$ cat src/rtl/drq_pkg.sv
// Shared types and constants for the disk request queue and CHS issuer.
package drq_pkg;

	localparam int SECTOR_W = 24;
	localparam int TAG_W    = 8;
	localparam int STATUS_W = 8;
	localparam int SPT_W    = 8;
	localparam int HEADS_W  = 5;
	localparam int CYL_W    = 10;
	localparam int HEAD_W   = 4;

	// Drive status check: ready plus seek complete, nothing else among the masked bits
	localparam logic [STATUS_W-1:0] STATUS_MASK = 8'hF1;
	localparam logic [STATUS_W-1:0] STATUS_GOOD = 8'h50;

	// Register indexes (address bit 2)
	localparam logic REG_SPT   = 1'b0;
	localparam logic REG_HEADS = 1'b1;

	localparam logic [SPT_W-1:0]   SPT_RESET   = 8'd63;
	localparam logic [HEADS_W-1:0] HEADS_RESET = 5'd16;

	typedef enum logic [2:0] {
		ST_IDLE,
		ST_READ,
		ST_LOAD,
		ST_DIV_SEC,
		ST_DIV_TRK,
		ST_DONE
	} state_t;

	// One queued request
	typedef struct packed {
		logic                wr;
		logic [SECTOR_W-1:0] sector;
		logic [TAG_W-1:0]    tag;
	} entry_t;

	// One result beat, first member in the highest bits
	typedef struct packed {
		logic              drive_error;
		logic [TAG_W-1:0]  completed_tag;
		logic              completed;
		logic [SPT_W-1:0]  issue_sector;
		logic [HEAD_W-1:0] issue_head;
		logic [CYL_W-1:0]  issue_cylinder;
		logic              issue_write;
		logic              issued;
		logic              accepted;
	} result_t;

	typedef struct packed {
		logic                start;
		logic [SECTOR_W-1:0] dividend;
		logic [SPT_W-1:0]    divisor;
	} div_req_t;

	typedef struct packed {
		logic                busy;
		logic                done;
		logic [SECTOR_W-1:0] quotient;
		logic [SPT_W-1:0]    remainder;
	} div_rsp_t;

endpackage

$ cat src/rtl/drq_div.sv
// Restoring divider, one quotient bit per cycle, shared by both geometry divisions.
module drq_div (
	input  logic               clk,
	input  logic               arst_n,
	input  drq_pkg::div_req_t  req,
	output drq_pkg::div_rsp_t  rsp
);

	localparam int DIV_STEPS = drq_pkg::SECTOR_W;
	localparam int STEP_W    = $clog2(DIV_STEPS);

	logic                          busy_q;
	logic                          done_q;
	logic [STEP_W-1:0]             step_q;
	logic [drq_pkg::SECTOR_W-1:0]  quot_q;
	logic [drq_pkg::SPT_W-1:0]     rem_q;
	logic [drq_pkg::SPT_W-1:0]     div_q;

	logic [drq_pkg::SPT_W:0]       shifted;
	logic [drq_pkg::SPT_W:0]       diff;
	logic                          ge;

	// Shift in the next dividend bit and try a subtract
	always_comb begin
		shifted = {rem_q, quot_q[drq_pkg::SECTOR_W-1]};
		diff    = shifted - {1'b0, div_q};
		ge      = (shifted >= {1'b0, div_q});
	end

	// Control: run for one step per dividend bit, then pulse done
	always_ff @(posedge clk or negedge arst_n) begin
		if (!arst_n) begin
			busy_q <= 1'b0;
			done_q <= 1'b0;
			step_q <= '0;
		end else begin
			done_q <= 1'b0;
			if (req.start && !busy_q) begin
				busy_q <= 1'b1;
				step_q <= '0;
			end else if (busy_q) begin
				if (step_q == STEP_W'(DIV_STEPS - 1)) begin
					busy_q <= 1'b0;
					done_q <= 1'b1;
				end
				step_q <= step_q + 1'b1;
			end
		end
	end

	// Datapath: quotient bits replace dividend bits as they shift out
	always_ff @(posedge clk) begin
		if (req.start && !busy_q) begin
			quot_q <= req.dividend;
			rem_q  <= '0;
			div_q  <= req.divisor;
		end else if (busy_q) begin
			quot_q <= {quot_q[drq_pkg::SECTOR_W-2:0], ge};
			rem_q  <= ge ? diff[drq_pkg::SPT_W-1:0] : shifted[drq_pkg::SPT_W-1:0];
		end
	end

	assign rsp.busy      = busy_q;
	assign rsp.done      = done_q;
	assign rsp.quotient  = quot_q;
	assign rsp.remainder = rem_q;

endmodule

$ cat src/rtl/disk_request_queue_chs_issuer_core.sv
// Disk request queue with one outstanding command and CHS conversion on issue.
// When nothing is issued, the result is built on the input beat and then loaded into the
// output register; when a request is issued, the steps are a memory read, a load, two passes
// of the shared bit-serial divider for sector/spt and track/heads, result, output register.
// One item at a time: the next input beat is taken once the result is in the output register.
// Reset clears pointers, count, outstanding flag and tag; queue memory has no reset.
module disk_request_queue_chs_issuer_core #(
	parameter int QUEUE_DEPTH = 16
) (
	input  logic        clk,
	input  logic        arst_n,
	// input beats
	input  logic        s_tvalid,
	output logic        s_tready,
	input  logic [47:0] s_tdata,  // write_request, lba[23:0], request_tag[7:0],
	                              // drive_status[7:0], zero pad
	input  logic        s_tuser,  // op
	// result beats
	output logic        m_tvalid,
	input  logic        m_tready,
	output logic [39:0] m_tdata,  // accepted, issued, issue_write, issue_cylinder[9:0],
	                              // issue_head[3:0], issue_sector[7:0], completed,
	                              // completed_tag[7:0], drive_error, zero pad
	// configuration
	input  logic        psel,
	input  logic        penable,
	input  logic        pwrite,
	input  logic [2:0]  paddr,
	input  logic [31:0] pwdata,
	output logic [31:0] prdata,
	output logic        pready
);

	localparam int PTR_W = (QUEUE_DEPTH > 1) ? $clog2(QUEUE_DEPTH) : 1;
	localparam int CNT_W = $clog2(QUEUE_DEPTH + 1);
	localparam int RES_W = $bits(drq_pkg::result_t);

	drq_pkg::state_t    state_q, state_d;

	logic [drq_pkg::SPT_W-1:0]   spt_q;
	logic [drq_pkg::HEADS_W-1:0] heads_q;
	logic [drq_pkg::SPT_W-1:0]   spt_eff;
	logic [drq_pkg::HEADS_W-1:0] heads_eff;

	logic [PTR_W-1:0]            rptr_q, wptr_q;
	logic [CNT_W-1:0]            count_q;
	logic                        outstanding_q;
	logic [drq_pkg::TAG_W-1:0]   current_tag_q;

	drq_pkg::entry_t             fifo_mem [QUEUE_DEPTH];
	drq_pkg::entry_t             rd_data_q;
	drq_pkg::entry_t             wr_entry;

	drq_pkg::result_t            res_q;
	drq_pkg::result_t            res_d;
	drq_pkg::result_t            out_q;
	logic                        out_valid_q;

	drq_pkg::div_req_t           div_req;
	drq_pkg::div_rsp_t           div_rsp;

	logic                        in_op;
	logic [drq_pkg::STATUS_W-1:0] in_status;
	logic                        accept;
	logic                        full;
	logic                        push;
	logic                        complete;
	logic                        dispatch;
	logic                        rd_en;
	logic                        out_load;
	logic                        cfg_wr;

	// Unpack the input beat
	always_comb begin
		in_op           = s_tuser;
		wr_entry.wr     = s_tdata[0];
		wr_entry.sector = s_tdata[24:1];
		wr_entry.tag    = s_tdata[32:25];
		in_status       = s_tdata[40:33];
	end

	// Decode what the accepted beat does
	always_comb begin
		accept    = s_tvalid && s_tready;
		full      = (count_q == CNT_W'(QUEUE_DEPTH));
		push      = !in_op && !full;
		complete  = in_op && outstanding_q;
		dispatch  = push ? !outstanding_q : (complete && (count_q != '0));
		spt_eff   = (spt_q == '0) ? drq_pkg::SPT_W'(1) : spt_q;
		heads_eff = (heads_q == '0) ? drq_pkg::HEADS_W'(1) : heads_q;
		out_load  = (state_q == drq_pkg::ST_DONE) && (!out_valid_q || m_tready);
		cfg_wr    = psel && penable && pwrite && pready;
	end

	// Next state
	always_comb begin
		state_d = state_q;
		unique case (state_q)
			drq_pkg::ST_IDLE: begin
				if (accept) state_d = dispatch ? drq_pkg::ST_READ : drq_pkg::ST_DONE;
			end
			drq_pkg::ST_READ:    state_d = drq_pkg::ST_LOAD;
			drq_pkg::ST_LOAD:    state_d = drq_pkg::ST_DIV_SEC;
			drq_pkg::ST_DIV_SEC: begin
				if (div_rsp.done) state_d = drq_pkg::ST_DIV_TRK;
			end
			drq_pkg::ST_DIV_TRK: begin
				if (div_rsp.done) state_d = drq_pkg::ST_DONE;
			end
			drq_pkg::ST_DONE: begin
				if (out_load) state_d = drq_pkg::ST_IDLE;
			end
			default:             state_d = drq_pkg::ST_IDLE;
		endcase
	end

	// State-driven controls
	always_comb begin
		s_tready         = (state_q == drq_pkg::ST_IDLE);
		rd_en            = (state_q == drq_pkg::ST_READ);
		div_req.start    = (state_q == drq_pkg::ST_LOAD) ||
		                   ((state_q == drq_pkg::ST_DIV_SEC) && div_rsp.done);
		if (state_q == drq_pkg::ST_LOAD) begin
			div_req.dividend = rd_data_q.sector;
			div_req.divisor  = spt_eff;
		end else begin
			div_req.dividend = div_rsp.quotient;
			div_req.divisor  = {{(drq_pkg::SPT_W - drq_pkg::HEADS_W){1'b0}}, heads_eff};
		end
	end

	drq_div u_div (
		.clk    (clk),
		.arst_n (arst_n),
		.req    (div_req),
		.rsp    (div_rsp)
	);

	// Queue memory: write on push, registered read at the read pointer
	always_ff @(posedge clk) begin
		if (accept && push) fifo_mem[wptr_q] <= wr_entry;
		if (rd_en) rd_data_q <= fifo_mem[rptr_q];
	end

	// Control state
	always_ff @(posedge clk or negedge arst_n) begin
		if (!arst_n) begin
			state_q       <= drq_pkg::ST_IDLE;
			rptr_q        <= '0;
			wptr_q        <= '0;
			count_q       <= '0;
			outstanding_q <= 1'b0;
			current_tag_q <= '0;
			out_valid_q   <= 1'b0;
			spt_q         <= drq_pkg::SPT_RESET;
			heads_q       <= drq_pkg::HEADS_RESET;
		end else begin
			state_q <= state_d;
			if (accept && push) begin
				wptr_q  <= (wptr_q == PTR_W'(QUEUE_DEPTH - 1)) ? '0 : wptr_q + 1'b1;
				count_q <= count_q + 1'b1;
			end
			if (accept && complete) outstanding_q <= 1'b0;
			// pop the oldest request and mark it outstanding
			if (rd_en) begin
				rptr_q        <= (rptr_q == PTR_W'(QUEUE_DEPTH - 1)) ? '0 : rptr_q + 1'b1;
				count_q       <= count_q - 1'b1;
				outstanding_q <= 1'b1;
			end
			if (state_q == drq_pkg::ST_LOAD) current_tag_q <= rd_data_q.tag;
			// hold the result beat until taken
			if (out_load) out_valid_q <= 1'b1;
			else if (m_tready) out_valid_q <= 1'b0;
			if (cfg_wr) begin
				unique case (paddr[2])
					drq_pkg::REG_SPT:   spt_q   <= pwdata[drq_pkg::SPT_W-1:0];
					drq_pkg::REG_HEADS: heads_q <= pwdata[drq_pkg::HEADS_W-1:0];
				endcase
			end
		end
	end

	// Build the result fields as the work proceeds
	always_comb begin
		res_d = res_q;
		if (accept) begin
			res_d           = '0;
			res_d.accepted  = push;
			res_d.completed = complete;
			if (complete) begin
				res_d.completed_tag = current_tag_q;
				res_d.drive_error   = ((in_status & drq_pkg::STATUS_MASK) != drq_pkg::STATUS_GOOD);
			end
		end
		if (state_q == drq_pkg::ST_LOAD) begin
			res_d.issued      = 1'b1;
			res_d.issue_write = rd_data_q.wr;
		end
		if ((state_q == drq_pkg::ST_DIV_SEC) && div_rsp.done) begin
			res_d.issue_sector = div_rsp.remainder + 1'b1;
		end
		if ((state_q == drq_pkg::ST_DIV_TRK) && div_rsp.done) begin
			res_d.issue_head     = div_rsp.remainder[drq_pkg::HEAD_W-1:0];
			res_d.issue_cylinder = div_rsp.quotient[drq_pkg::CYL_W-1:0];
		end
	end

	// Hold the result under construction and load the output register
	always_ff @(posedge clk) begin
		res_q <= res_d;
		if (out_load) out_q <= res_q;
	end

	assign m_tvalid = out_valid_q;
	assign m_tdata  = {{(40 - RES_W){1'b0}}, out_q};
	assign pready   = 1'b1;
	assign prdata   = (paddr[2] == drq_pkg::REG_HEADS) ?
	                  {{(32 - drq_pkg::HEADS_W){1'b0}}, heads_q} :
	                  {{(32 - drq_pkg::SPT_W){1'b0}}, spt_q};

	// Queue never holds more than its depth
	a_count_bound: assert property (@(posedge clk) disable iff (!arst_n)
		count_q <= CNT_W'(QUEUE_DEPTH))
		else $error("queue count above depth");

	// A command becomes outstanding only through a pop
	a_outstanding_from_pop: assert property (@(posedge clk) disable iff (!arst_n)
		$rose(outstanding_q) |-> $past(state_q == drq_pkg::ST_READ))
		else $error("outstanding set without a pop");

	// The divider runs only during the two geometry divisions
	a_div_in_state: assert property (@(posedge clk) disable iff (!arst_n)
		div_rsp.busy |-> (state_q == drq_pkg::ST_DIV_SEC || state_q == drq_pkg::ST_DIV_TRK))
		else $error("divider busy outside division states");

	// An issue follows either a queued add or a completion
	a_issue_cause: assert property (@(posedge clk) disable iff (!arst_n)
		(out_valid_q && out_q.issued) |-> (out_q.accepted || out_q.completed))
		else $error("issue without add or completion");

endmodule

$ cat config.mk
export PLATFORM = sky130hd
export DESIGN_NAME = disk_request_queue_chs_issuer_core
export DESIGN_NICKNAME = d
export VERILOG_FILES = /design/src/rtl/drq_pkg.sv /design/src/rtl/drq_div.sv /design/src/rtl/disk_request_queue_chs_issuer_core.sv
export SDC_FILE = /design/constraint.sdc
export NUM_CORES = 1
export LEC_CHECK = 0
export ABC_CLOCK_PERIOD_IN_PS = 10500
export BUFFER_PORTS_ARGS = -buffer_cell sky130_fd_sc_hd__buf_2
export CORE_ASPECT_RATIO = 1.25
export CORE_MARGIN = 8
export CORE_UTILIZATION = 30
export DETAILED_ROUTE_END_ITERATION = 6
export GPL_ROUTABILITY_DRIVEN = 0
export REMOVE_ABC_BUFFERS = 1
export SKIP_LAST_GASP = 1
export SYNTH_ARGS = -nofsm -noshare
export SYNTH_HDL_FRONTEND = slang
export SYNTH_SLANG_ARGS = --single-unit
$ cat constraint.sdc
create_clock -name clk -period 10.5 [get_ports clk]
set_input_delay 0 -clock clk [delete_from_list [all_inputs] [get_ports clk]]
set_output_delay 0 -clock clk [all_outputs]
set_load 0.005 [all_outputs]
After elaboration in Yosys (flattened, before gate mapping)

Memories as Yosys holds them, arrays and structs flattened. A register that Yosys moved wholly into a read port is not among the register bits.
Cells that the tools add are included.

Flip-flop bits (word level): 156
Latch bits: 0
Memory bits (writable): 528
Bits in read-only memories: 0
Bits of input ports: 91
Output and inout port bits: 75
Memories kept: 1

$add $sub $neg: 7
$mul: 0
Div/mod/pow operators: 0
Order comparisons: 1
Eq/ne operators: 15
Shift operators: 0
Mux-type cells: 36
Bitwise logic cells: 2
Reduce and logical (&&, ||, !) cells: 35

Memories:

| memory   | depth | bits a word | read ports | clocked after Yosys merged registers in | write ports | line                                     | source |
|---|---|---|---|---|---|---|---|
| fifo_mem | 16    | 33          | 1          | 1                                       | 1           | disk_request_queue_chs_issuer_core.sv:50 | `drq_pkg::entry_t fifo_mem [QUEUE_DEPTH];` |

Operator list:

| operator                                              | number |
|---|---|
| 2-to-1 mux 24 bit                                     | 2 |
| 2-to-1 mux 32 bit                                     | 1 |
| 2-to-1 mux 8 bit                                      | 4 |
| 2-to-1 mux 25 bit                                     | 1 |
| 2-to-1 mux 5 bit                                      | 5 |
| case mux 3 bit (6 select lines)                       | 1 |
| 2-to-1 mux 3 bit                                      | 5 |
| 2-to-1 mux 14 bit                                     | 1 |
| nonzero test 2 bit                                    | 7 |
| 2-to-1 mux 1 bit                                      | 13 |
| logical AND 1 bit                                     | 12 |
| adder 5 x 1 -> 5 bit, second input constant           | 2 |
| equality test 5 bit, second input constant            | 2 |
| >= comparator 9 x 8 -> 1 bit                          | 1 |
| adder 4 x 1 -> 4 bit, second input constant           | 2 |
| adder 8 x 1 -> 8 bit, second input constant           | 1 |
| equality test 4 bit, second input constant            | 2 |
| logical NOT 8 bit                                     | 1 |
| 2-to-1 mux 4 bit                                      | 2 |
| subtractor 8 bit                                      | 1 |
| equality test 3 x 2 -> 1 bit, second input constant   | 2 |
| equality test 3 bit, second input constant            | 2 |
| inequality test 2 x 1 -> 1 bit, second input constant | 3 |
| AND reduction 2 bit                                   | 3 |
| 13 further kinds                                      | 20 |

Depth between registers and ports, before layout

Gate-level depths: netlist of run 1.

Word-level depth: 7
Gate-level depth with buffers: 10

Hierarchy

From an unflattened synthesis of run 1, not the netlist that was laid out.

Cells, all modules: 1,463
Area total of the unflattened synthesis: 28,561.1 µm²

Modules (own cells, without submodules):

| module                             | times used | cells an instance | area an instance (µm²) |
|---|---|---|---|
| disk_request_queue_chs_issuer_core | 1          | 1,259             | 26,116.3 |
| drq_div                            | 1          | 204               | 2,444.8 |

Worst setup path after synthesis of run 1

No wires, ideal clock.

Path type: flip-flop to flip-flop
From: register state_q[0]
To: memory fifo_mem[3][0] (netlist bit) (enable)
Library setup time: 506 ps
Arrival time: 4,748 ps
Setup slack: 5,246 ps
Cell stages (with the launch flop): 6
Buffers on the path: 1
Period minus slack after synthesis: 5,254 ps
Cells stage by stage: dfrtp_1 -> buf_2 -> or4b_4 -> inv_1 -> nand2_1 -> nor4_1

Word-level cells in the longest chain between the ends: 5

RTL lines:

| what                                   | line                                      | source |
|---|---|---|
| from (decl)                            | disk_request_queue_chs_issuer_core.sv:38  | `drq_pkg::state_t state_q, state_d;` |
| from (signal assigned)                 | disk_request_queue_chs_issuer_core.sv:148 | `state_q <= drq_pkg::ST_IDLE;` |
| from (signal assigned)                 | disk_request_queue_chs_issuer_core.sv:158 | `state_q <= state_d;` |
| logical NOT 3 bit                      | disk_request_queue_chs_issuer_core.sv:119 | `s_tready = (state_q == drq_pkg::ST_IDLE);` |
| logical AND 1 bit                      | disk_request_queue_chs_issuer_core.sv:84  | `accept = s_tvalid && s_tready;` |
| via accept                             | disk_request_queue_chs_issuer_core.sv:64  | `logic accept;` |
| logical AND 1 bit                      | disk_request_queue_chs_issuer_core.sv:141 | `if (accept && push) fifo_mem[wptr_q] <= wr_entry;` |
| 2-to-1 mux 1 bit                       | disk_request_queue_chs_issuer_core.sv:141 |  |
| 2-to-1 mux 1 bit (implied by the code) | disk_request_queue_chs_issuer_core.sv:141 |  |
| to (decl)                              | disk_request_queue_chs_issuer_core.sv:50  |  |

The timed path passes the listed nets, and every way through them passes these cells.

==> metrics.csv, run 1 <==
metric,value,unit
post_cts_resized,0,
clockBufferDepth,3,
clkSinkCount,717,
startpoint_type,flop,
rr_endpoint,rd_data_q[5],
fin_util,35.3,%
p_per_area,232,mW/mm^2
whs,0.115,ns
synth-edff-count,662,
status,finished clean,
placedCellCount,2709,
dpl_cell_area,0.0299,sq mm
netlist_area,0.0281,sq mm
cp_max_fo,41,
cp.required,10.82,ns
design_area,0.0328,sq mm
grt-ovfl-total,0,
grt_use_total,11.2,%
die-area,0.104,sq mm
critPathCaptureType,flop,
ir_drop,0.000110,V
final-setup-viol-count,0,
fin_crit,3.72,ns
grt_pass1_wl,89.0,mm
multiInputGateArea,0.00639,sq mm
ios,166,
drtAntennaViolNets,0,
worstSetupEndpoint,rd_data_q[5],
synth_area_leaders,"edfxtp_1, mux4_2, dfrtp_1",
fillers,8629,
numPortBuffers,99,
synth_top_area_share,70.8,%
initial_utilization,30.2,%
synth_cell_types,54,
mostFrequentLayoutCells,"edfxtp_1, mux4_2, buf_2",
hold-path-cell-count,3,
numCtsBuffers,71,
nets,1737,
fin_cells,2894,
r2r_setup_slack,6.78,ns
place_hpwl,31.7,mm
seqCellArea,0.0212,sq mm
synthArstFlopShare,6.42,%
first_iter_violations,1116,
crit_start,rptr_q[0],
finalPower,7.62,mW
cts_max_level,3,
relSlewSlack,20.3,%
tns,0,ns
maxSlewViolCount,0,
tightest_slew,1.19,ns
root_buffer,clkbuf_16,
drc,0,
drive_above_1_share,24.8,%
fin_ws,6.78,ns
grt_pass1_vias,14500,
antenna_found_initial,5,
row_count,125,
ys_seq_area_share,75.6,%
rsz0062_at_grt,false,
synth_flop_cell,edfxtp_1,
cts_tree,done,
syn_to_final_growth,16.8,%
die_w,290,microns
yosysWarningCount,0,
vias_per_cell,4.71,
r2r_cells,6,
drt-pass1-iter-count,4,
routed_wirelength,58.6,mm
clock.fmax,269,MHz
chipHeight,358,microns
core_area,0.0929,sq mm
r2r-start,rptr_q[0],
mostFrequentLayoutCell,edfxtp_1,
p_leak,10.7,nW
vias,13600,
wl_per_cell,20.3,microns
cap_viol_max_count,0,
crit_type,flop to flop,
synthCells,1452,
hold_viol,0,
period_share,35.4,%
grt_start_max_net_pins,89,
postSynthAreaPerCell,19.3,sq um
finClkSkew,0.0229,ns
place_ws,6.60,ns
yosys_register_bits,717,
arrival,4.03,ns
clk_pin_slew_worst_paths,0.06,ns
min_path_type,input pin to flop,
clk_latency,0.61,ns
yosysTopAreaCell,edfxtp_1,
## repair_timing
action	in CTS	in global routing
hold endpoints to repair	601	0
hold buffers	50	0
setup buffers	0	0
## metal layers
| metal | global-route usage, % | wire, microns | part of all wire (%) | vias up |
|---|---|---|---|---|
| met5 | 0 | 13 | 0.022 | - |
| met4 | 3.88 | 1420 | 2.4 | 2 |
| met3 | 2.07 | 3150 | 5.4 | 86 |
| met2 | 19.3 | 29200 | 50 | 343 |
| met1 | 14.2 | 24800 | 42 | 7104 |
| li1 | - | - | - | 6106 |
## synth_stat cells (2+ instances only)
master	count
fa_1	2
buf_1	4
nor3b_1	5
nand4_1	4
dfstp_2	7
xnor2_1	10
xor2_1	7
buf_2	25
a21oi_1	49
nor2b_1	42
inv_1	29
and3_1	17
a32oi_1	2
dfrtp_1	39
nand4b_1	2
edfxtp_1	662
a211oi_1	33
nand2_1	62
nand2b_1	5
or2_2	4
a21o_1	4
o2111ai_1	2
o21a_1	2
o211ai_1	3
conb_1	2
o21ai_0	17
nor3_1	4
a22o_1	29
nor4_1	6
nand3_1	16
clkbuf_1	43
nor2_1	25
ha_1	18
mux4_2	132
dfxtp_1	9
mux2_2	22
and2_1	24
buf_4	32
mux2i_1	37
## worst min path at each step
stage          startpoint          endpoint  slack (ns)
2_1_floorplan      arst_n        count_q[0]       -0.30
3_3_place_gp       arst_n  current_tag_q[2]        0.24
3_5_place_dp    pwdata[7]          spt_q[7]        0.24
4_1_cts           penable          spt_q[3]        0.07
5_1_grt           penable          spt_q[5]        0.12
6_report          penable          spt_q[1]        0.11
## critical path, stage by stage, from the launching register on
cell	delay (ns)
dfrtp_4	0.74
buf_4	0.68
buf_4	0.79
mux4_2	0.58
nor2b_1	0.14
a211oi_1	0.34
a21oi_1	0.07
## report_power, final
part	total [mW]	leakage [nW]	internal (mW)	switching [mW]
registers	3.56	6.61	3.34	0.218
clock network	2.52	1.12	1.46	1.06
logic	1.54	3.00	0.800	0.742
## registers in the layout, summed over array words and instances, names as in the netlist, 5 cells and up
register       count
fifo_mem         528
spt_q              8
res_q             35
current_tag_q      8
m_tdata           35
count_q            5
heads_q            5
rd_data_q         33
u_div.div_q        8
u_div.step_q       5
u_div.quot_q      24
u_div.rem_q        8
## cell families after synthesis
kind of cell	count (synthesis)	share of synthesized area, %
AO/OA/AOI/OAI	149	3.59
AND/OR/NAND/NOR	222	4.19
adder cells (fa/ha/maj)	20	0.945
XOR/XNOR	17	0.530
buffers and inverters	133	2.32
multiplexers	192	12.8
flip-flops	717	75.6
other	2	0.0267
## cell type report
type / instances / area share (%)
timing repair buffer: 177 / 3.68
multi-input combinational: 630 / 19.5
antenna: 4 / 0.0305
tap: 1206 / 4.60
sequential: 717 / 64.8
clock inverter: 41 / 1.23
inverter: 29 / 0.332
clock buffer: 90 / 5.86
(Power assumes the default switching activity.)
==> run 2, diff against run 1 <==
--- a/config.mk
+++ b/config.mk
@@ -5,7 +5,7 @@
 export SDC_FILE = /design/constraint.sdc
 export NUM_CORES = 1
 export LEC_CHECK = 0
-export ABC_CLOCK_PERIOD_IN_PS = 10500
+export ABC_CLOCK_PERIOD_IN_PS = 3050
 export BUFFER_PORTS_ARGS = -buffer_cell sky130_fd_sc_hd__buf_2
 export CORE_ASPECT_RATIO = 1.25
 export CORE_MARGIN = 8
==> constraint.sdc (replaced) <==
create_clock -name clk -period 3.05 [get_ports clk]
set_input_delay 0 -clock clk [delete_from_list [all_inputs] [get_ports clk]]
set_output_delay 0 -clock clk [all_outputs]
set_load 0.005 [all_outputs]
==> metrics.csv, run 2 (same netlist as run 1, synthesis figures left out) <==
metric,value,unit,change
fin_ws,0.161,ns,was 6.78 ns
slowest_stage,or4b_4,,was buf_4
relSlewSlack,44.9,%,was 20.3%
numCtsBuffers,74,,was 71
drc,0,,unchanged
fillers,8642,,was 8629
tightest_slew,0.827,ns,was 1.19 ns
vias_per_cell,4.68,,was 4.71
antenna_found_initial,3,,was 5
place_hpwl,35.1,mm,was 31.7 mm
startpoint_type,flop,,unchanged
critPathMaxStageDelay,0.61,ns,was 0.79 ns
crit_type,flop to flop,,unchanged
cp.required,3.33,ns,was 10.82 ns
routed_wirelength,58.4,mm,was 58.6 mm
initial_utilization,30.2,%,unchanged
wl_per_cell,20.0,microns,was 20.3 microns
row_count,125,,unchanged
whs,0.0376,ns,was 0.115 ns
regMostFlops,fifo_mem,,unchanged
drive_above_1_share,26.6,%,was 24.8%
die_w,290,microns,unchanged
vias,13700,,was 13600
die-area,0.104,sq mm,unchanged
period_share,94.7,%,was 35.4%
largest_register_ffs,528,,unchanged
p_per_area,806,mW/mm^2,was 232 mW/mm^2
first_iter_violations,793,,was 1116
maxSlewViolCount,0,,unchanged
seqCellArea,0.0212,sq mm,unchanged
path_buf_inv,1,,was 2
hold_viol,0,,unchanged
grt-ovfl-total,0,,unchanged
cp_max_fo,33,,was 41
worstPathCellList,or4b_4 > a211oi_4 > nand3b_1 > nor2_4 > buf_12,,was buf_4 > buf_4 > mux4_2 > nor2b_1 > a211oi_1 > a21oi_1
grt_pass1_vias,14800,,was 14500
chipHeight,358,microns,unchanged
clockBufferDepth,3,,unchanged
post_cts_buffers,0,,unchanged
post_cts_resized,0,,unchanged
clkSinkCount,717,,unchanged
root_buffer,clkbuf_16,,unchanged
drt-pass1-iter-count,5,,was 4
fin_crit,2.89,ns,was 3.72 ns
design_area,0.0334,sq mm,was 0.0328 sq mm
grt_start_max_net_pins,49,,was 89
grt_use_total,11.3,%,was 11.2%
min_path_type,input pin to async pin,,was input pin to flop
core_area,0.0929,sq mm,unchanged
syn_to_final_growth,18.9,%,was 16.8%
rsz0062_at_grt,false,,unchanged
drtAntennaViolNets,0,,unchanged
clock.fmax,346,MHz,was 269 MHz
mostFrequentLayoutCells,"edfxtp_1, mux4_2, buf_2",,unchanged
p_leak,11.0,nW,was 10.7 nW
fin_util,35.9,%,was 35.3%
cts_tree,done,,unchanged
ir_drop,0.000370,V,was 0.000110 V
tns,0,ns,unchanged
cap_viol_max_count,0,,unchanged
status,finished clean,,unchanged
clk_pin_slew_worst_paths,0.06,ns,about the same
numPortBuffers,99,,unchanged
nets,1771,,was 1737
arrival,3.17,ns,was 4.03 ns
final-setup-viol-count,0,,unchanged
clk_latency,0.61,ns,about the same
crit_family,simple AND/OR/NAND/NOR gates,,was buffers and inverters
critPathCaptureType,flop,,unchanged
mostFrequentLayoutCell,edfxtp_1,,unchanged
grt_pass1_wl,89.9,mm,was 89.0 mm
cts_max_level,3,,unchanged
dpl_cell_area,0.0305,sq mm,was 0.0299 sq mm
finClkSkew,0.0208,ns,was 0.0229 ns
multiInputGateArea,0.00639,sq mm,unchanged
place_ws,0.206,ns,was 6.60 ns
ios,166,,unchanged
run 2: cell count changes in the layout (fill, tap and decap cells not counted), moves of 2 or more:
cell	delta
clkinvlp_4	-4
clkbuf_8	+2
buf_12	+24
inv_6	+3
buf_4	+6
clkbuf_16	+3
clkinv_2	+8
diode_2	-2
clkinv_1	-7
run 2: final timing paths:
check                      startpoint        endpoint  slack [ns]  cells past startpoint
max reg2reg                state_q[1]  fifo_mem[8][1]        0.16                      5
min in group clk              penable        spt_q[7]        0.10                      3
max                        state_q[1]  fifo_mem[8][1]        0.16                      5
max in group asynchronous      arst_n        spt_q[0]        2.24                      3
min reg2reg                 res_q[21]     m_tdata[21]        0.41                      0
min                            arst_n      heads_q[0]        0.04                      2
run 2: worst reg2reg max path, stage by stage (launching register included):
cell and delay [ns]:
dfrtp_1 0.47, or4b_4 0.61, a211oi_4 0.54, nand3b_1 0.43, nor2_4 0.23, buf_12 0.27
run 2: layer usage:
| layer | routed length [microns] | up-vias | track usage (%) |
|---|---|---|---|
| met5 | 13 | - | 0 |
| met4 | 1130 | 2 | 3.28 |
| met3 | 3150 | 79 | 2.06 |
| met2 | 29800 | 342 | 20.1 |
| met1 | 24400 | 7106 | 13.8 |
| li1 | - | 6165 | - |
run 2: through the flow:
step / total power, mW / instances
CTS: 27.3 / 2924
detailed placement: 18.3 / 2739
floorplan: 16.1 / 1376
global placement: 18.2 / 2739
finish: 26.9 / 2926
global route: 28.2 / 2925
run 2: layout make-up:
| cell class | instances | share of cell area, % |
|---|---|---|
| Timing Repair Buffer | 208 | 5.22 |
| Inverter | 29 | 0.326 |
| Multi-Input combinational cell | 630 | 19.2 |
| Antenna cell | 2 | 0.0150 |
| Clock buffer | 95 | 6.07 |
| Tap cell | 1206 | 4.52 |
| Clock inverter | 39 | 1.08 |
| Sequential cell | 717 | 63.6 |
run 2: report_power, final:
part           internal (mW)  total, mW  switching (mW)
logic                   3.04       5.85            2.81
registers               11.5       12.2           0.718
clock network           5.15       8.85            3.70
total                   19.7       26.9            7.22
run 2: what timing repair did:
item                                   4_1_cts  5_1_grt
hold buffers                                51        0
endpoints found under the hold margin      596        0
setup endpoints to repair                    0        0
